==> src/hw/rtl/pbd_pkg.sv <==
package pbd_pkg;

  // Block geometry
  localparam int NUM_BLOCKS     = 2;
  localparam int BITS_PER_BLOCK = 8;
  localparam int BLK_W          = (NUM_BLOCKS > 1) ? $clog2(NUM_BLOCKS) : 1;

  // Field widths
  localparam int BLOCK_INDEX_W = 1;
  localparam int RAW_W         = BITS_PER_BLOCK;
  localparam int CNT_W         = 16;
  localparam int CFG_INDEX_W   = 4;
  localparam int CFG_DATA_W    = CNT_W;

  // Register indexes
  localparam logic [CFG_INDEX_W-1:0] REG_FILTER_TIME_BIT0 = 4'd0;
  localparam logic [CFG_INDEX_W-1:0] REG_FILTER_TIME_LAST = 4'd7;

  typedef logic [CNT_W-1:0] cnt_t;
  typedef cnt_t [BITS_PER_BLOCK-1:0] filter_times_t;

  // One bit's view of the block state going into an update
  typedef struct packed {
    cnt_t cnt;
    cnt_t filter_time;
    logic raw;
    logic prev_raw;
    logic filt;
  } lane_in_t;

  // Updated state of one bit
  typedef struct packed {
    cnt_t cnt;
    logic filt;
  } lane_out_t;

endpackage

==> src/hw/rtl/pbd_intf.sv <==
// Input sample channel
interface pbd_item_if import pbd_pkg::*; ();
  logic                     valid;
  logic                     ready;
  logic [BLOCK_INDEX_W-1:0] block_index;
  logic [RAW_W-1:0]         raw_inputs;

  modport source (output valid, output block_index, output raw_inputs, input ready);
  modport sink   (input valid, input block_index, input raw_inputs, output ready);
endinterface

// Filtered result channel
interface pbd_result_if import pbd_pkg::*; ();
  logic             valid;
  logic             ready;
  logic [RAW_W-1:0] filtered_inputs;

  modport source (output valid, output filtered_inputs, input ready);
  modport sink   (input valid, input filtered_inputs, output ready);
endinterface

// Register write channel
interface pbd_cfg_if import pbd_pkg::*; ();
  logic                   valid;
  logic                   ready;
  logic [CFG_INDEX_W-1:0] index;
  logic [CFG_DATA_W-1:0]  data;

  modport source (output valid, output index, output data, input ready);
  modport sink   (input valid, input index, input data, output ready);
endinterface

==> src/hw/rtl/per_bit_input_debounce_filter_top.sv <==
// Channel   Dir  Handshake      Payload
// items     in   valid/ready    block_index[0:0], raw_inputs[7:0]
// results   out  valid/ready    filtered_inputs[7:0]
// cfg       in   valid/ready    index[3:0], data[15:0] (ready always high)
//
// One sample per cycle sustained while results.ready stays high. A sample loads the input
// register when it transfers, then moves on into the result register, which presents it.
// The per-block state update is a single pass of eight bit lanes between
// the input register and the result register.
// rst is synchronous: clears filter times, counters, previous and filtered bytes.
// A stalled result also holds a full input register; items.ready drops only when both are full.
module per_bit_input_debounce_filter_top
  import pbd_pkg::*;
(
  input  logic       clk,
  input  logic       rst,
  pbd_item_if.sink   items,
  pbd_result_if.source results,
  pbd_cfg_if.sink    cfg
);

  filter_times_t filter_times;

  // Block state
  cnt_t [BITS_PER_BLOCK-1:0] counters     [NUM_BLOCKS];
  logic [RAW_W-1:0]          prev_raw     [NUM_BLOCKS];
  logic [RAW_W-1:0]          filt_bits    [NUM_BLOCKS];

  // Input register
  logic                     in_valid;
  logic [BLOCK_INDEX_W-1:0] blk_q;
  logic [RAW_W-1:0]         raw_q;

  // Result register
  logic             res_valid;
  logic [RAW_W-1:0] res_data;

  logic             advance;
  logic             in_range;
  logic [BLK_W-1:0] rd_idx;
  logic             update;
  logic [RAW_W-1:0] filt_next;
  cnt_t [BITS_PER_BLOCK-1:0] cnt_next;
  lane_in_t  [BITS_PER_BLOCK-1:0] lane_in;
  lane_out_t [BITS_PER_BLOCK-1:0] lane_out;

  pbd_cfg_regs u_cfg_regs (
    .clk          (clk),
    .rst          (rst),
    .cfg          (cfg),
    .filter_times (filter_times)
  );

  // Pipeline flow control
  assign advance     = !res_valid || results.ready;
  assign items.ready = !in_valid || advance;

  always_ff @(posedge clk) begin
    if (rst) begin
      in_valid <= 1'b0;
    end else if (items.ready) begin
      in_valid <= items.valid;
    end
  end

  always_ff @(posedge clk) begin
    if (items.valid && items.ready) begin
      blk_q <= items.block_index;
      raw_q <= items.raw_inputs;
    end
  end

  // Block select
  assign in_range = (32'(blk_q) < NUM_BLOCKS);
  assign rd_idx   = in_range ? BLK_W'(blk_q) : '0;
  assign update   = in_valid && advance && in_range;

  // Bit lanes
  for (genvar b = 0; b < BITS_PER_BLOCK; b++) begin : g_lane
    assign lane_in[b].cnt         = counters[rd_idx][b];
    assign lane_in[b].filter_time = filter_times[b];
    assign lane_in[b].raw         = raw_q[b];
    assign lane_in[b].prev_raw    = prev_raw[rd_idx][b];
    assign lane_in[b].filt        = filt_bits[rd_idx][b];

    pbd_lane u_lane (
      .lane_in  (lane_in[b]),
      .lane_out (lane_out[b])
    );

    assign cnt_next[b]  = lane_out[b].cnt;
    assign filt_next[b] = lane_out[b].filt;
  end

  // State write-back
  always_ff @(posedge clk) begin
    if (rst) begin
      for (int i = 0; i < NUM_BLOCKS; i++) begin
        counters[i]  <= '0;
        prev_raw[i]  <= '0;
        filt_bits[i] <= '0;
      end
    end else if (update) begin
      counters[rd_idx]  <= cnt_next;
      prev_raw[rd_idx]  <= raw_q;
      filt_bits[rd_idx] <= filt_next;
    end
  end

  // Result register
  always_ff @(posedge clk) begin
    if (rst) begin
      res_valid <= 1'b0;
    end else if (advance) begin
      res_valid <= in_valid;
    end
  end

  always_ff @(posedge clk) begin
    if (advance && in_valid) begin
      res_data <= in_range ? filt_next : '0;
    end
  end

  assign results.valid           = res_valid;
  assign results.filtered_inputs = res_data;

  // Checks
  a_res_follows: assert property (@(posedge clk) disable iff (rst)
    (advance && in_valid) |=> results.valid)
    else $error("result missing after input register advanced");

  a_ready_low: assert property (@(posedge clk) disable iff (rst)
    !items.ready |-> (in_valid && results.valid && !results.ready))
    else $error("input stalled without a full pipeline");

  a_in_hold: assert property (@(posedge clk) disable iff (rst)
    (in_valid && !advance) |=> in_valid)
    else $error("held sample dropped");

  a_out_range: assert property (@(posedge clk) disable iff (rst)
    (advance && in_valid && !in_range) |=> (results.filtered_inputs == '0))
    else $error("out-of-range block gave nonzero result");

endmodule

==> src/hw/rtl/pbd_cfg_regs.sv <==
module pbd_cfg_regs
  import pbd_pkg::*;
(
  input  logic          clk,
  input  logic          rst,
  pbd_cfg_if.sink       cfg,
  output filter_times_t filter_times
);

  // Writes are always taken; indexes past the last register are dropped
  assign cfg.ready = 1'b1;

  always_ff @(posedge clk) begin
    if (rst) begin
      filter_times <= '0;
    end else if (cfg.valid && cfg.ready && (cfg.index <= REG_FILTER_TIME_LAST)) begin
      filter_times[3'(cfg.index - REG_FILTER_TIME_BIT0)] <= cnt_t'(cfg.data);
    end
  end

endmodule

==> src/hw/rtl/pbd_lane.sv <==
module pbd_lane
  import pbd_pkg::*;
(
  input  lane_in_t  lane_in,
  output lane_out_t lane_out
);

  cnt_t cnt_dec;
  logic changed;

  // Counter saturates at zero
  assign cnt_dec = (lane_in.cnt != '0) ? cnt_t'(lane_in.cnt - 1'b1) : '0;
  assign changed = lane_in.raw ^ lane_in.prev_raw;

  always_comb begin
    lane_out.cnt  = cnt_dec;
    lane_out.filt = lane_in.filt;
    if (lane_in.filter_time == '0) begin
      // unfiltered bit passes straight through
      lane_out.filt = lane_in.raw;
    end else if (changed) begin
      lane_out.cnt = lane_in.filter_time;
    end else if (cnt_dec == '0) begin
      lane_out.filt = lane_in.raw;
    end
  end

endmodule
==> src/flat_wrapper.sv <==
// flat-port wrapper written by rule: the top's interface ports become plain ports
module per_bit_input_debounce_filter_top_flat import pbd_pkg::*;
  (clk, rst, items_valid, items_block_index, items_raw_inputs, items_ready, results_valid, results_filtered_inputs, results_ready, cfg_valid, cfg_index, cfg_data, cfg_ready);
  pbd_item_if items_i ();
  pbd_result_if results_i ();
  pbd_cfg_if cfg_i ();
  input  logic clk;
  input  logic rst;
  input wire logic [$bits(items_i.valid)-1:0] items_valid;
  input wire logic [$bits(items_i.block_index)-1:0] items_block_index;
  input wire logic [$bits(items_i.raw_inputs)-1:0] items_raw_inputs;
  output wire logic [$bits(items_i.ready)-1:0] items_ready;
  output wire logic [$bits(results_i.valid)-1:0] results_valid;
  output wire logic [$bits(results_i.filtered_inputs)-1:0] results_filtered_inputs;
  input wire logic [$bits(results_i.ready)-1:0] results_ready;
  input wire logic [$bits(cfg_i.valid)-1:0] cfg_valid;
  input wire logic [$bits(cfg_i.index)-1:0] cfg_index;
  input wire logic [$bits(cfg_i.data)-1:0] cfg_data;
  output wire logic [$bits(cfg_i.ready)-1:0] cfg_ready;
  assign items_i.valid = items_valid;
  assign items_i.block_index = items_block_index;
  assign items_i.raw_inputs = items_raw_inputs;
  assign items_ready = items_i.ready;
  assign results_valid = results_i.valid;
  assign results_filtered_inputs = results_i.filtered_inputs;
  assign results_i.ready = results_ready;
  assign cfg_i.valid = cfg_valid;
  assign cfg_i.index = cfg_index;
  assign cfg_i.data = cfg_data;
  assign cfg_ready = cfg_i.ready;
  per_bit_input_debounce_filter_top u_core (.clk(clk), .rst(rst), .items(items_i), .results(results_i), .cfg(cfg_i));
endmodule
==> config.mk <==
export PLATFORM = sky130hd
export DESIGN_NAME = per_bit_input_debounce_filter_top_flat
export DESIGN_NICKNAME = d
export VERILOG_FILES = /design/src/hw/rtl/pbd_pkg.sv /design/src/hw/rtl/pbd_intf.sv /design/src/hw/rtl/per_bit_input_debounce_filter_top.sv /design/src/hw/rtl/pbd_cfg_regs.sv /design/src/hw/rtl/pbd_lane.sv /design/src/flat_wrapper.sv
export SDC_FILE = /design/constraint.sdc
export NUM_CORES = 1
export LEC_CHECK = 0
export BUFFER_PORTS_ARGS = -buffer_cell sky130_fd_sc_hd__buf_4
export CORE_ASPECT_RATIO = 1.75
export CORE_MARGIN = 2
export CORE_UTILIZATION = 38
export DETAILED_ROUTE_END_ITERATION = 7
export HOLD_SLACK_MARGIN = 0.15
export PLACE_DENSITY = 0.59
export SLEW_MARGIN = 20
export SYNTH_ARGS = -nofsm -noshare
export SYNTH_HDL_FRONTEND = slang
export SYNTH_SLANG_ARGS = --single-unit
==> constraint.sdc <==
create_clock -name clk -period 8.8 [get_ports clk]
set_clock_uncertainty 0.1 [all_clocks]
set_input_delay 1.76 -clock clk [delete_from_list [all_inputs] [get_ports clk]]
set_output_delay 1.76 -clock clk [all_outputs]
set_load 0.005 [all_outputs]
==> results.toml, run 1 <==
[layout]
drive_above_1_share_pct = 8.12
fin_area_um2 = 25900
final_cell_mix = "309 x nor2_1, 305 x edfxtp_1, 228 x nand2_1, 210 x mux2i_1, 138 x a21oi_1"
final_common_cell = "nor2_1"
final_util_pct = 42.2
nets = 2372
areaGrowthSynthToFinish_pct = 9.64
final-instance-count-excl-fill = 3158

[global_route]
grt_antenna_before_repair = 0
grt_pass1_wl_um = 103000
overflow = 0
grt_max_degree = 129
grt_pass1_vias = 18500
grt_use_total_pct = 20.8

[hold_path]
min_path_type = "reg2reg"
whs_endpoint = "u_core.u_cfg_regs.filter_times[33]"
holdCritStartpoint = "u_core.u_cfg_regs.filter_times[33]"
hold_depth = 2

[detailed_routing]
drtAntennaViolNets = 0
drc = 0
drt_iter0_markers = 1132
dr.pass1.iters = 8
routed-via-count = 18200
wirelength_um = 67400
wl_per_cell_um = 21.3
routed_via_density = 5.77

[timing]
rsz0062_at_grt = "no"
setup_viol = 0
max_freq_mhz = 208
whs_ns = 0.380
relSlewSlack_pct = 28.9
period_minus_slack_ns = 4.81
setup_ws_ns = 3.99
hold_viol = 0
final_max_slew_viol_count = 0
setup_tns_ns = 0
timing.final.crit_share_pct = 54.7
tightestPinTransition_ns = 1.07

[cts]
htree_num_levels = 2
cts_buffers = 42
cts_sinks = 436
clock_latency_ns = 0.57
cts.root.buffer_cell = "clkbuf_16"
ctsHoldBuffers = 0
cts.repair.resized = 0
clkTransAtPathRegs_ns = 0.07
cts_tree = "done"
cts_setup_buffers = 0
clk_path_buf_depth = 3

[placement]
dpl_cell_area_um2 = 24500
dp_slack_ns = 3.69
dp.cells = 3079
port_buffers = 43
post-dp-hpwl_um = 44900
routabilityCongestion = 0.881

[yosys]
synth-edff-count = 305
syn_nets = 2416
yosys_warnings = 0
synth_cell_type_count = 78
synth_async_sr_flop_share_pct = 0
syn_inst = 2374
ys.flop_type = "edfxtp_1"
syn_avg_cell_area_um2 = 9.94
ys_seq_area_share_pct = 49.9
synth_area_um2 = 23600
ys_seq_elements = 436

[power_and_ir_drop]
finalPower_mw = 4.93
ir_worst_vdd_mv = 0.119
powerDensity_nw_per_um2 = 191
power.leakage_nw = 9.40

[setup_path]
r2r_end = "u_core.results.filtered_inputs[5]"
crit_path_end_kind = "flop"
reg2reg_depth = 11
worstPathArrival_ns = 5.04
r2r_slack_ns = 3.99
startpoint_type = "flop"
cp.required_ns = 9.03
cp_max_fo = 81
criticalPathCategory = "reg2reg"

[die]
die_x_um = 192
coreArea_um2 = 61300
ios = 45
rows = 120
start_util_pct = 38.5
fp.dieArea_um2 = 64200
die_y_um = 334

[status]
outcome = "finished, final reports clean"

[flow_run]
maxCapViolCount = 0
## Yosys cell counts, types with 12 or more instances
master,count,area (um2)
nor4_1,59,369
buf_2,36,180
edfxtp_1,305,9160
o21ai_0,57,285
or3_1,23,144
mux2_2,25,282
nor2_1,309,1160
mux2i_1,210,2100
inv_1,27,101
nor3b_1,50,375
or3b_2,12,105
nand2b_1,24,150
o31ai_1,32,240
and2_1,122,763
a22oi_1,25,188
dfxtp_1,131,2620
nand2_1,229,860
a22o_1,13,114
xor2_1,46,403
nand3_1,20,100
xnor2_1,67,587
a21oi_1,138,691
nor3_1,107,536
nand4_1,17,106
clkbuf_1,100,375
## power by group
part | internal, mW | switching [mW] | total, mW
Combinational | 0.265 | 0.460 | 0.725
Clock | 1.04 | 0.799 | 1.84
Sequential | 2.29 | 0.0737 | 2.36
## layer usage
layer,track usage [%],vias to the layer above,share of wire (%)
li1,-,8546,-
met1,22.9,8980,38
met2,38.8,518,53
met3,2.09,185,4.1
met4,10.9,0,5.1
met5,0,-,0
## how the worst max path moves through the flow
stage | endpoint | slack, ns | cells past startpoint
2_1_floorplan | u_core.counters[0][0] | 2.33 | 5
5_1_grt | u_core.results.filtered_inputs[5] | 3.54 | 11
6_report | u_core.results.filtered_inputs[5] | 3.99 | 11
4_1_cts | u_core.results.filtered_inputs[2] | 3.99 | 9
3_3_place_gp | u_core.counters[0][82] | 3.43 | 4
3_5_place_dp | u_core.counters[0][86] | 3.69 | 4
## critical path: stages (launching register included)
cell,delay (ns)
dfxtp_4,0.67
buf_4,0.79
mux2i_1,0.33
ha_1,0.26
nor4b_1,0.56
o2bb2ai_1,0.26
nor4b_1,0.40
xnor2_1,0.19
nor4_2,0.19
a31oi_1,0.14
o31a_1,0.31
mux2_4,0.31
## state kept, by name (all words and copies together) (netlist names), named ones only
name and flops:
u_core.counters 256, u_core.u_cfg_regs.filter_times 128, u_core.filt_bits 16, u_core.prev_raw 16, u_core.raw_q 8, u_core.results.filtered_inputs 8
u_core.blk_q 1, u_core.in_valid 1, u_core.results.valid 1
## kinds of logic (layout without fill, tap and decap cells)
kind of cell	Yosys count	after routing	share of synthesized area, %
AOI/OAI and AO/OA	371	371	10.2
xor gates and xnor gates	113	113	4.20
adders and majority gates	8	8	0.424
buffers and inverters	174	164	3.07
DFF	436	436	49.9
muxes	238	238	10.3
other	1	2	0.0159
and+or+nand+nor	1033	1033	21.9
## cell type report
cell class / count / area, um2
diodes: 1 / 2.50
clock buffers: 66 / 1290
clock inverters: 12 / 85.1
fillers: 5884 / 35400
inverters: 27 / 101
multi-input cells: 1764 / 11100
flip-flops and latches: 436 / 11800
well taps: 793 / 992
repair buffers: 59 / 472
No activity file was read; power rests on OpenSTA's default activity.
==> run 2: changes to the inputs <==
--- a/config.mk
+++ b/config.mk
@@ -5,6 +5,7 @@
 export SDC_FILE = /design/constraint.sdc
 export NUM_CORES = 1
 export LEC_CHECK = 0
+export ABC_AREA = 1
 export BUFFER_PORTS_ARGS = -buffer_cell sky130_fd_sc_hd__buf_4
 export CORE_ASPECT_RATIO = 1.75
 export CORE_MARGIN = 2
==> constraint.sdc (replaced) <==
create_clock -name clk -period 4.53 [get_ports clk]
set_clock_uncertainty 0.1 [all_clocks]
set_input_delay 0.906 -clock clk [delete_from_list [all_inputs] [get_ports clk]]
set_output_delay 0.906 -clock clk [all_outputs]
set_load 0.005 [all_outputs]
==> run 2 against run 1 <==
Net effect: largest power group unchanged; clock power grew 110%; first-iteration DRC count rose by 28%; via count is 17% higher; combinational power grew to 2.7 times the previous value; sequential share of layout area decreased by 1.5 points.
==> results.toml, run 2 <==
[status]
outcome = "finished, final reports clean"

[yosys]
synth-edff-count = 305
synth-simple-area-share_pct = 33.5
synth_compound_area_share_pct = 8.64
synth_cell_type_count = 33
synth_area_um2 = 24300
syn_nets = 3389
ys_seq_elements = 436
netlist_top_cells_area = "edfxtp_1 38%, nand2_1 15%, nor2_1 11%"
ys_seq_area_share_pct = 48.6
synth_top_area_share_pct = 37.7
synthMuxAreaShare_pct = 0.454
ys.flop_type = "edfxtp_1"
syn_inst = 3347
synth_async_sr_flop_share_pct = 0
synth_most_common_cell = "nand2_1"
synth_common_cells = "992 x nand2_1, 718 x nor2_1, 335 x o21ai_0"
synth_top_family_by_area = "simple AND/OR/NAND/NOR gates"
yosys_warnings = 0
yosysTopAreaCell = "edfxtp_1"
syn_avg_cell_area_um2 = 7.25
synthAdderAreaFrac_pct = 0.413
synthXorXnorAreaFrac_pct = 0.325

[detailed_routing]
wl_per_cell_um = 17.3
drt_iter0_markers = 1449
drc = 0
drtAntennaViolNets = 0
routed-via-count = 21300
wirelength_um = 72200
routed_via_density = 5.11
dr.pass1.iters = 5

[setup_path]
r2r_slack_ns = 1.10
cp_max_fo = 61
worstPathArrival_ns = 3.62
criticalPathCategory = "reg2reg"
crit_path_cell_trace = "buf_12 -> buf_4 -> nand2_1 -> nand2_1 -> ha_1 -> nand3_1 -> nor2_1 -> nand2_1 -> nor2_1 -> nand2_1 -> nand3_1 -> nand2_1 -> nor2_1 -> nand2_1 -> o21bai_1 -> nand2_1 -> nand2_1 -> nor2_1"
cp_top_family = "simple AND/OR/NAND/NOR gates"
startpoint_type = "flop"
max_stage_delay_ns = 0.38
critPathBufInv = 2
path_common_cell = "nand2_1"
cp.required_ns = 4.72
cp_slowest_cell = "dfxtp_4"
crit_path_end_kind = "flop"

[die]
start_util_pct = 38.4
die_y_um = 338
coreArea_um2 = 63200
ios = 45
die_x_um = 195
rows = 122
fp.dieArea_um2 = 66000

[timing]
setup_viol = 0
whs_ns = 0.373
rsz0062_at_grt = "no"
relSlewSlack_pct = 38.8
final_max_slew_viol_count = 0
tightestPinTransition_ns = 0.916
setup_ws_ns = 1.10
timing.final.crit_share_pct = 75.6
hold_viol = 0
setup_tns_ns = 0
max_freq_mhz = 292
period_minus_slack_ns = 3.43

[power_and_ir_drop]
powerDensity_nw_per_um2 = 389
finalPower_mw = 10.4
pwr-share-seq_pct = 43.7
power.leakage_nw = 11.9
switching_share_pct = 29.5
ir_worst_vdd_mv = 0.283
intPower_mw = 7.33
p_sw_mw = 3.07
clkPwrFrac_pct = 37.6
combPwrFrac_pct = 18.7

[cts]
cts_buffers = 42
cts_sinks = 436
ctsHoldBuffers = 0
cts.repair.resized = 0
htree_num_levels = 2
clk_path_buf_depth = 3
cts_tree = "done"
cts.root.buffer_cell = "clkbuf_16"
cts_setup_buffers = 0
clock_latency_ns = 0.56
clkTransAtPathRegs_ns = 0.07

[global_route]
grt_use_total_pct = 21.8
grt_pass1_wl_um = 113000
grt_antenna_before_repair = 1
overflow = 0
grt_max_degree = 145
grt_pass1_vias = 21100

[placement]
dpl_cell_area_um2 = 25200
port_buffers = 43
post-dp-hpwl_um = 48800
routabilityCongestion = 0.929
dp_slack_ns = 1.12
dp.cells = 4084

[layout]
final-instance-count-excl-fill = 4162
nets = 3364
largest_reg_flops = 256
drive_above_1_share_pct = 6.35
final_cell_mix = "990 x nand2_1, 718 x nor2_1, 335 x o21ai_0, 305 x inv_1, 305 x edfxtp_1"
final_common_cell = "nand2_1"
diodes = 0
regMostFlops = "u_core.counters"
final_util_pct = 42.3
reg_top3 = "u_core.counters x256, u_core.u_cfg_regs.filter_times x128"
areaGrowthSynthToFinish_pct = 10.2
fin_area_um2 = 26700

[flow_run]
maxCapViolCount = 0

[hold_path]
holdCritStartpoint = "u_core.u_cfg_regs.filter_times[119]"
min_path_type = "reg2reg"
run 2: changes by cell type after synthesis, moves of 37 or more:
cell,delta
nand2_1,+763
nor2_1,+409
inv_1,+279
o21ai_0,+278
mux2i_1,-199
nand3_1,+167
and2_1,-122
nor3_1,-105
a21oi_1,-93
xnor2_1,-67
nor3b_1,-50
xor2_1,-37
run 2: power groups by stage:
stage	Clock, mW	Combinational, mW	Sequential, mW
floorplan	0	1.39	4.61
global placement	0	1.94	4.63
detailed placement	0	1.94	4.63
CTS	3.98	1.95	4.54
global route	4.12	2.19	4.56
finish	3.91	1.94	4.54
run 2: cell families after synthesis:
family,after synthesis
AND/OR/NAND/NOR,2015
buffers and inverters,454
flip-flops,436
AO/OA/AOI/OAI,413
multiplexers,11
XOR/XNOR,9
adder cells (fa/ha/maj),8
other,1
run 2: final timing paths:
check                                                           end  depth (start not counted)
worst min-delay path            u_core.u_cfg_regs.filter_times[119]                          2
worst min register to register  u_core.u_cfg_regs.filter_times[119]                          2
worst max register to register               u_core.filt_bits[1][2]                         18
worst max-delay path                         u_core.filt_bits[1][2]                         18
run 2: worst register-to-register path: stages, from the launching register on:
cell and delay (ns):
dfxtp_4 0.38, buf_12 0.31, buf_4 0.35, nand2_1 0.09
nand2_1 0.14, ha_1 0.18, nand3_1 0.11, nor2_1 0.28
nand2_1 0.16, nor2_1 0.21, nand2_1 0.07, nand3_1 0.11
nand2_1 0.11, nor2_1 0.15, nand2_1 0.07, o21bai_1 0.13
nand2_1 0.07, nand2_1 0.09, nor2_1 0.04
run 2: final cells by class:
cell class / count / area (um2)
fillers: 6640 / 36500
flip-flops and latches: 436 / 11800
multi-input cells: 2457 / 10600
clock buffers: 57 / 1280
inverters: 308 / 1160
well taps: 806 / 1010
repair buffers: 77 / 666
clock inverters: 21 / 263
run 2: metal layers:
metal / routed length [um] / share of wire [%] / up-vias / global-route usage, %
met5: 13 / 0.018 / - / 0
met1: 27600 / 38 / 9912 / 23.4
met3: 2560 / 3.5 / 169 / 2.08
li1: - / - / 10700 / -
met4: 3340 / 4.6 / 2 / 10.0
met2: 38700 / 54 / 472 / 42.3
